## src/sv/numr_mul.sv

```systemverilog
// Shared unsigned 33x33 multiplier with a registered product.
// Depends on nothing but the clock; magnitudes in, signs are handled by the sequencer.
`default_nettype none

module numr_mul (
    input  wire logic        i_clk,
    input  wire logic [32:0] i_op_a,
    input  wire logic [32:0] i_op_b,
    output      logic [65:0] o_prod
);

    logic [65:0] r_prod;

    always_ff @(posedge i_clk) begin
        r_prod <= 66'(i_op_a) * 66'(i_op_b);
    end

    assign o_prod = r_prod;

endmodule

`default_nettype wire

```

## config.mk

```make
export PLATFORM = sky130hd
export DESIGN_NAME = numr_mul
export DESIGN_NICKNAME = d
export VERILOG_FILES = /design/src/sv/numr_mul.sv
export SDC_FILE = /design/constraint.sdc
export NUM_CORES = 2
export LEC_CHECK = 0
export ABC_CLOCK_PERIOD_IN_PS = 7400
export BUFFER_PORTS_ARGS = -buffer_cell sky130_fd_sc_hd__buf_4
export CAP_MARGIN = 5
export CORE_ASPECT_RATIO = 2
export CORE_MARGIN = 2
export CORE_UTILIZATION = 55
export DETAILED_ROUTE_END_ITERATION = 10
export GPL_ROUTABILITY_DRIVEN = 1
export PLACE_DENSITY = 0.75
export SLEW_MARGIN = 30
export SYNTH_ARGS = -nofsm -noshare
export SYNTH_HDL_FRONTEND = slang
export SYNTH_SLANG_ARGS = --single-unit
```

## constraint.sdc

```tcl
create_clock -name i_clk -period 7.4 [get_ports i_clk]
set_input_delay 0.37 -clock i_clk [delete_from_list [all_inputs] [get_ports i_clk]]
set_output_delay 0.37 -clock i_clk [all_outputs]
set_load 0.02 [all_outputs]
```

==> impl_results.md <==
* Status: finished, violations left
* Failing checks: setup timing
* Syn Nets at roughly 5300
* First-pass GRT wire length at roughly 180 mm
* Relative slew slack at around 66%
* Cts-stage hold buffer count at 0
* Reg clk slew, reported paths at approximately 0.060 ns
* 1st-pass router iterations at 6
* Post-detailed-route count of antenna-violating nets at 0
* Syn Area/Cell at 9.043 um2
* DRC Markers at 0
* Post-synth ARST share at 0%
* Primary FF master, synth: dfxtp_1
* Largest register FFs at 66
* Slowest CP cell: fa_2
* Chip width at between 150 and 200 um
* CTS sink count at 66
* Most frequent CP cell: fa_1
* Crit path arrival time at between 7 and 8 ns
* Vias in the first global route at ~33000
* Tot GR Track Use at 35.02%
* Final Hold Viols at 0
* Placed insts at approximately 5200
* Fmax at ~0.13 GHz
* Fin util at 63.44%
* CTS tree: done
* RSZ-0062 raised after global routing: yes
* Synth cell types at 57
* Initial Util at ~56%
* Top cell type's share of synthesized area at 52.39%
* Critical path type: in2reg
* Initial antenna violation count at 11
* Final period util at 100.9%
* Worst Max-Slew Pin Slew at between 0.5 and 0.6 ns
* CP startpoint kind: input pin
* Design Area, Final at approximately 0.042 mm2
* Placement Setup Slack at -0.5014 ns
* DRT iter0 DRCs at 1440
* Post-synthesis sequential area ratio at under 10%
* Row count at about 130
* Main area contributors after synthesis: fa_1 52%, inv_1 11%, and2_1 9.8%
* Share of cells above drive strength 1 at between 10% and 20%
* Hold Crit Class: in2reg
* Cell with the most instances after synthesis: inv_1
* Wire length per cell at approximately 22 um
* PnR worst setup slack at -0.06416 ns
* Final slew viol count at 0
* Post-route insts no fill at 5248
* CP endpoint kind: flop
* Yosys reg bits at 66
* Via count at a little under 30000
* Commonest cells post-synth: 1048 x inv_1, 958 x fa_1, 574 x and2_1
* Ys Warns at 0
* Worst path required time at 7.68 ns
* Cells after Synth at slightly above 4000
* Drt total wl at 115.9 mm
* Hpwl dp at 100.8 mm
* Area growth syn-to-layout at 13.93%
* Die area at 0.06876 mm2
* Setup-failing EPs final at 1
* Fill count at 5489
* Grt ovf at 0
* Placed instance area at between 0.04 and 0.05 mm2
* Max incr delay on CP at 0.68 ns
* CTS Buf Count at 9
* H-tree levels at 3
* IO buf count at between 100 and 150
* Total core area at about 0.066 mm2
* Root Buffer: clkbuf_16
* Minimum clock period at 7.464 ns
* Synth Cell Area at around 0.037 mm2
* Largest net degree at the start of global routing at 24
* Post-synth EDFFs at 0
* Clock buffer depth at 2
* Worst-path fanout max at 6
* Die height at between 300 and 400 um
* GP Congestion at 0.9883
* DR vias/cell at roughly 5.5
* Nets@finish at approximately 5600
* Dominant cell type by area after synthesis: fa_1
* # IOs at about 130
* Max Cap Viol at 0
==> area by class of cell <==
class                      instances  area [um2]  share of cell area, %
clock inverter                     3       40.04                0.09601
sequential                        66        1321                  3.168
timing repair buffer             509        4064                  9.745
antenna                           10       25.02                0.06001
inverter                        1049        3941                  9.451
multi-input combinational       2722       30970                  74.26
clock buffer                      12       246.5                 0.5911
tap                              877        1097                  2.631
==> critical path, delay by kind of cell <==
family,cells,cell delay (ns)
XOR/XNOR,1,0.16
AO/OA/AOI/OAI,5,0.97
AND/OR/NAND/NOR,5,1.28
adder cells (fa/ha/maj),9,4.46
buffers and inverters,6,0.52
==> cell usage in the layout, fill, tap and decap left out, types with 21 or more instances in the layout <==
cell type / count
o21ai_1: 21
nor2_1: 30
ha_1: 257
a21oi_1: 61
inv_1: 1039
dfxtp_1: 66
nand2_1: 564
xnor2_1: 40
a21o_1: 31
and2_1: 568
buf_4: 478
fa_1: 939
xor2_1: 23
==> per-stage QoR <==
step / setup TNS, ns / hold slack [ns]
after floorplan: 0 / 0.4973
after global placement: -6.614 / 0.7818
after detailed placement: -7.547 / 0.7805
after CTS: -0.01688 / 0.6041
after global routing: -0.8459 / 0.5683
final: -0.06416 / 0.5733
==> cell families after synthesis <==
kind of cell / share of synthesized area (%)
fa+ha+maj: 61.45
buf+inv: 12.93
compound gates: 3.452
xor+xnor: 1.555
flops: 3.610
simple gates: 17.01
==> repair_timing <==
| item | CTS | global route |
|---|---|---|
| pin swaps | 5 | 52 |
| buffers inserted | 0 | 9 |
| endpoints found under the setup margin | 10 | 26 |
| resized for setup | 15 | 101 |
==> worst paths after layout <==
check / start / endpoint / slack, ns / depth (start not counted)
worst min-delay path: i_op_b[0] / o_prod[0] / 0.57 / 3
worst max-delay path: i_op_a[8] / o_prod[58] / -0.06 / 26
==> metal layers <==
layer / global-route usage [%] / vias up / share of wire, %
met5: 0 / - / 0
met3: 5.753 / 748 / 5.4
met2: 62.69 / 1358 / 52
met4: 43.48 / 0 / 16
met1: 29.66 / 14770 / 27
li1: - / 12140 / -
Power is left out: the tool's default activity adds up to more than one toggle a clock period on the data nets, which glitch-free logic cannot reach.
