## src/sv/numr_pkg.sv

```systemverilog
// Shared types, constants and fixed-point helpers for the Numerov recurrence block.
// Used by numr_div and numerov_recurrence_step; depends on nothing else.
`default_nettype none

package numr_pkg;

    // Grid limit of one pass and the width of the point counter that follows from it.
    localparam int MAX_POINTS = 1024;
    localparam int CNT_W      = $clog2(MAX_POINTS + 1);
    localparam int PT_W       = 11;

    // Serial divider: one quotient bit per cycle.
    localparam int DIV_STEPS = 32;
    localparam int DIV_CW    = $clog2(DIV_STEPS);

    localparam logic signed [31:0] PSI_MAX = 32'sh7FFF_FFFF;
    localparam logic signed [31:0] PSI_MIN = 32'sh8000_0000;
    localparam logic signed [37:0] Q_ONE   = 38'sd65536;
    localparam logic signed [37:0] Q_TWO   = 38'sd131072;

    typedef enum logic [1:0] {
        CFG_ENERGY     = 2'd0,
        CFG_COEF_C     = 2'd1,
        CFG_PSI_FIRST  = 2'd2,
        CFG_PSI_SECOND = 2'd3
    } t_cfg_idx;

    typedef enum logic [3:0] {
        ST_IDLE,
        ST_K0,
        ST_K1,
        ST_K2,
        ST_COEF,
        ST_MA,
        ST_MB,
        ST_NUM,
        ST_CHK,
        ST_DIV,
        ST_SIGN,
        ST_FIN
    } t_state;

    typedef struct packed {
        logic signed [31:0] potential_sample;
        logic               pass_end;
    } t_in_word;

    typedef struct packed {
        logic signed [31:0] psi_value;
        logic [PT_W-1:0]    point_index;
        logic               pass_last;
        logic               numeric_fault;
    } t_out_word;

    typedef struct packed {
        logic               ovf;
        logic signed [31:0] val;
    } t_sat;

    // Saturate to the signed 32-bit range; overflow when the top bits disagree.
    function automatic t_sat sat32(input logic signed [37:0] v);
        t_sat r;
        r.ovf = !((&v[37:31]) || !(|v[37:31]));
        r.val = r.ovf ? (v[37] ? PSI_MIN : PSI_MAX) : v[31:0];
        return r;
    endfunction

    function automatic logic signed [32:0] diff33(input logic signed [31:0] e,
                                                  input logic signed [31:0] v);
        return $signed({e[31], e}) - $signed({v[31], v});
    endfunction

    function automatic logic [32:0] abs33(input logic signed [32:0] d);
        return d[32] ? 33'(-d) : 33'(d);
    endfunction

    // Magnitude of a 32-bit value; the most negative value maps to 2^31.
    function automatic logic [31:0] abs32(input logic signed [31:0] v);
        return v[31] ? (~v + 32'd1) : v;
    endfunction

    // c*|E-V| >> 32 with the sign of E-V restored.
    function automatic logic signed [32:0] kterm(input logic [65:0] prod, input logic neg);
        logic [32:0] p;
        p = {1'b0, prod[63:32]};
        return neg ? $signed(-p) : $signed(p);
    endfunction

    function automatic logic signed [63:0] sgn64(input logic [65:0] prod, input logic neg);
        logic [63:0] p;
        p = prod[63:0];
        return neg ? $signed(-p) : $signed(p);
    endfunction

endpackage

`default_nettype wire

```

## src/sv/numr_div.sv

```systemverilog
// Restoring serial divider, one quotient bit per cycle: {rem, lo} / dvs with rem < dvs.
// Uses numr_pkg for the step count.
`default_nettype none

module numr_div import numr_pkg::*; (
    input  wire logic        i_clk,
    input  wire logic        i_rst_n,
    input  wire logic        i_start,
    input  wire logic [31:0] i_rem,
    input  wire logic [31:0] i_lo,
    input  wire logic [31:0] i_dvs,
    output      logic        o_done,
    output      logic [31:0] o_quo
);

    logic              r_busy;
    logic              r_done;
    logic [DIV_CW-1:0] r_cnt;
    logic [31:0]       r_rem;
    logic [31:0]       r_lo;
    logic [31:0]       r_dvs;
    logic [32:0]       w_trial;
    logic              w_ge;

    // The remainder stays below the divisor, so the difference fits in 32 bits.
    assign w_trial = {r_rem, r_lo[31]};
    assign w_ge    = w_trial >= {1'b0, r_dvs};

    always_ff @(posedge i_clk) begin
        if (!i_rst_n) begin
            r_busy <= 1'b0;
            r_done <= 1'b0;
            r_cnt  <= '0;
        end else begin
            r_done <= r_busy && (r_cnt == '0);
            if (i_start) begin
                r_busy <= 1'b1;
                r_cnt  <= DIV_CW'(DIV_STEPS - 1);
            end else if (r_busy) begin
                r_cnt <= r_cnt - 1'b1;
                if (r_cnt == '0) begin
                    r_busy <= 1'b0;
                end
            end
        end
    end

    always_ff @(posedge i_clk) begin
        if (i_start) begin
            r_rem <= i_rem;
            r_lo  <= i_lo;
            r_dvs <= i_dvs;
        end else if (r_busy) begin
            r_rem <= w_ge ? 32'(w_trial - {1'b0, r_dvs}) : w_trial[31:0];
            r_lo  <= {r_lo[30:0], w_ge};
        end
    end

    assign o_done = r_done;
    assign o_quo  = r_lo;

endmodule

`default_nettype wire

```

## config.mk

```make
export PLATFORM = sky130hd
export DESIGN_NAME = numr_div
export DESIGN_NICKNAME = d
export VERILOG_FILES = /design/src/sv/numr_pkg.sv /design/src/sv/numr_div.sv
export SDC_FILE = /design/constraint.sdc
export NUM_CORES = 1
export LEC_CHECK = 0
export ABC_AREA = 1
export BUFFER_PORTS_ARGS = -buffer_cell sky130_fd_sc_hd__buf_4
export CORE_MARGIN = 2
export CORE_UTILIZATION = 55
export DETAILED_ROUTE_END_ITERATION = 8
export GPL_TIMING_DRIVEN = 0
export PLACE_DENSITY = 0.83
export SKIP_LAST_GASP = 1
export SLEW_MARGIN = 10
export SYNTH_ARGS = -nofsm -noshare
export SYNTH_HDL_FRONTEND = slang
export SYNTH_SLANG_ARGS = --single-unit
```

## constraint.sdc

```tcl
create_clock -name i_clk -period 2.4 [get_ports i_clk]
set_input_delay 0.36 -clock i_clk [delete_from_list [all_inputs] [get_ports i_clk]]
set_output_delay 0.36 -clock i_clk [all_outputs]
set_load 0.03 [all_outputs]
```

==> summary.md <==
| Metric | Value |
|---|---|
| Via/cell ratio | `5.08` |
| DRT iter0 DRCs | `405` |
| Mapped Avg Cell Area | `7.24 um^2` |
| CP max FO | `4` |
| DP HPWL | `14.1 mm` |
| Multiplexer share of the synthesized area | `0%` |
| Vias in the first global route | `6332` |
| Logic pwr share | `47.2%` |
| Worst R2R Start | `o_quo[31]` |
| Power Density | `822 nW/um^2` |
| Final slew viol count | `0` |
| Setup violation total in the final timing report | `0` |
| Pleak | `4.66 nW` |
| Yosys reg bits | `103` |
| Fmax | `425 MHz` |
| Core area | `12700 um^2` |
| Most frequent cell after synthesis | `nand2_1` |
| Routability Congestion | `0.980` |
| Post-Synth Adder-Cell Area | `6.23%` |
| Rel. slew slack | `43.8%` |
| Starting Density | `56.4%` |
| Placement Rows | `41` |
| I/O pins | `132` |
| Largest net degree at the start of global routing | `67` |
| Area fraction in and, or, nand and nor cells after synthesis | `36.7%` |
| First-pass GRT wire length | `30.1 mm` |
| Clk root buf | `clkbuf_16` |
| Placed cell count | `1291` |
| Initial antenna violation count | `0` |
| Mapped Nets | `1122` |
| Post-synth top area share | `40.3%` |
| End of the worst register-to-register path | `r_rem[30]` |
| Clock slew seen by the registers of the worst setup and hold paths | `0.08 ns` |
| Post-route cell area | `9120 um^2` |
| Setup TNS | `0 ns` |
| Die Wd | `118 um` |
| CTS tree | `done` |
| DRC errors left | `0` |
| Sink Count | `103` |
| Filler cells | `1034` |
| Post-route setup slack | `0.0473 ns` |
| Clock Latency Late Sink | `0.36 ns` |
| Status | `finished, final reports clean` |
| Final net count | `1270` |
| Layout cells sized above 1 | `22.1%` |
| Net load switching power | `3.03 mW` |
| Remaining Overflow, GRT | `0` |
| Die height | `118 um` |
| Routed WL per cell | `14.6 um` |
| Switch share | `40.4%` |
| Least-Margin Pin Slew | `0.843 ns` |
| Register area share after synthesis | `42.3%` |
| Sequential share of power | `33.3%` |
| Synth Area in Compound Gates | `2.31%` |
| Num CTS Buffers | `9` |
| Power Internal | `4.46 mW` |
| Clk_skew | `0.0126 ns` |
| First-pass DRT Iterations | `6` |
| Gate Count Post-Synth | `988` |
| Post-synth EDFFs | `96` |
| Synth cell count leaders | `433 x nand2_1, 165 x inv_1, 96 x edfxtp_1` |
| Final Non-Filler Cells | `1313` |
| Clk pwr share | `19.5%` |
| Hold Path Class | `input pin to flop` |
| Largest family of logic cells by synthesized area | `simple AND/OR/NAND/NOR gates` |
| Synth area leaders | `edfxtp_1 40%, nand2_1 23%, inv_1 8.7%, ha_1 5.9%, nand3_1 4.8%` |
| R2R setup slack | `0.05 ns` |
| Placed inst area | `8350 um^2` |
| Port Buffers | `131` |
| Min Tclk post-route | `2.35 ns` |
| Synthesized cell area | `7150 um^2` |
| Hold Startpoint | `i_dvs[3]` |
| CP Capture Type | `flop` |
| Unrepaired setup endpoints after global routing | `yes` |
| Final core occ | `72.0%` |
| Synthesis-to-finish area growth | `27.5%` |
| Hold path cells | `1` |
| CP Class | `flop to flop` |
| Fin. Hold Viols | `0` |
| Vias | `6673` |
| Period utilisation layout | `98.0%` |
| Register-to-Register Path Depth | `14` |
| Synth area leader | `edfxtp_1` |
| Htree depth | `3` |
| Worst EP required | `2.52 ns` |
| Post-Synth XOR/XNOR Area | `1.71%` |
| Clock buffer depth | `2` |
| Post-Place Setup Slack | `-0.157 ns` |
| Synth warnings | `0` |
| Routed Antenna Nets | `0` |
| Max VDD drop | `0.000560 V` |
| Dominant synthesized flop cell | `edfxtp_1` |
| Die area | `13900 um^2` |
| Total GRT Usage | `27.0%` |
| Final hold slack | `0.169 ns` |
| Worst Hold Path EP | `r_dvs[3]` |
| Antenna diodes | `0` |
| Max cap viols | `0` |
| Ys async rst share | `0%` |
| WL final | `19.2 mm` |
| Worst Path Arrival | `2.48 ns` |
| Tot Pwr | `7.50 mW` |
| Critical Path Source Type | `flop` |
| Yosys cell types | `32` |
-- layout make-up --
cell class / instances / area, um^2 / share of cell area (%)
multi-input cells: 693 / 3770 / 41.4
flip-flops and latches: 103 / 3020 / 33.2
repair buffers: 137 / 1030 / 11.3
inverters: 169 / 637 / 6.99
clock buffers: 9 / 225 / 2.47
well taps: 172 / 215 / 2.36
plain buffers: 23 / 153 / 1.67
clock inverters: 7 / 65.1 / 0.714
-- critical path, stage by stage, from the launching register on --
cell	delay, ns
edfxtp_1	0.42
inv_2	0.08
ha_1	0.15
inv_2	0.06
fa_2	0.40
nand2_1	0.13
nand3_2	0.14
nand2_1	0.09
nand3_1	0.14
nand2_1	0.14
nand2_1	0.06
nand2_1	0.06
nand3_1	0.09
nand2_1	0.10
nand2_1	0.05
-- power by group through the flow --
stage | clock (mW) | combinational, mW | sequential (mW)
2_1_floorplan | 0 | 2.18 | 2.56
3_3_place_gp | 0 | 3.07 | 2.47
3_5_place_dp | 0 | 3.12 | 2.47
4_1_cts | 1.48 | 3.16 | 2.44
5_1_grt | 1.55 | 3.93 | 2.53
6_report | 1.46 | 3.54 | 2.50
-- layout by cell type, fill, tap and decap left out, types with 3 or more instances in the layout --
master	instances
a21oi_1	17
buf_2	4
buf_4	139
clkbuf_1	12
clkbuf_16	9
dfxtp_1	7
edfxtp_1	96
ha_1	5
ha_2	6
ha_4	23
inv_1	160
inv_2	8
nand2_1	422
nand2_2	20
nand2_4	3
nand3_1	66
nand3_2	3
nand3b_1	26
nand4_1	12
nor2_1	36
nor2_2	12
nor2_4	6
o21ai_0	4
xnor2_1	14
-- flip-flops by register name (all words and copies together), names as in the netlist --
name / flops
r_cnt: 5
r_busy: 1
o_quo: 32
r_dvs: 32
r_rem: 32
o_done: 1
-- per-layer routing --
metal,GRT usage [%],up-vias,wire (um)
li1,-,3381,-
met1,33.1,3011,8050
met2,45.9,257,9300
met3,7.66,24,1440
met4,8.96,0,352
met5,0,-,0
-- cell families after synthesis --
group	count (synthesis)
and+or+nand+nor	614
DFF	103
xor gates and xnor gates	14
AOI/OAI and AO/OA	30
buffers and inverters	192
adders and majority gates	35
-- worst max-delay path by stage --
stage | cells past startpoint | start | endpoint | slack (ns)
after floorplan | 16 | o_quo[31] | r_rem[28] | 0.07
after global placement | 3 | i_start | r_rem[17] | -0.82
after detailed placement | 16 | o_quo[31] | r_rem[28] | -0.16
after CTS | 15 | r_rem[2] | r_rem[20] | 0.01
after global routing | 14 | o_quo[31] | r_rem[30] | -0.08
final | 14 | o_quo[31] | r_rem[30] | 0.05
-- repair_timing --
| action | 4_1_cts | 5_1_grt |
|---|---|---|
| gates resized for setup | 6 | 67 |
| buffers inserted | 0 | 6 |
| pin swaps | 0 | 4 |
| endpoints found under the setup margin | 6 | 31 |
| hold buffers | 0 | 0 |
Power figures use the tool's default switching activity.
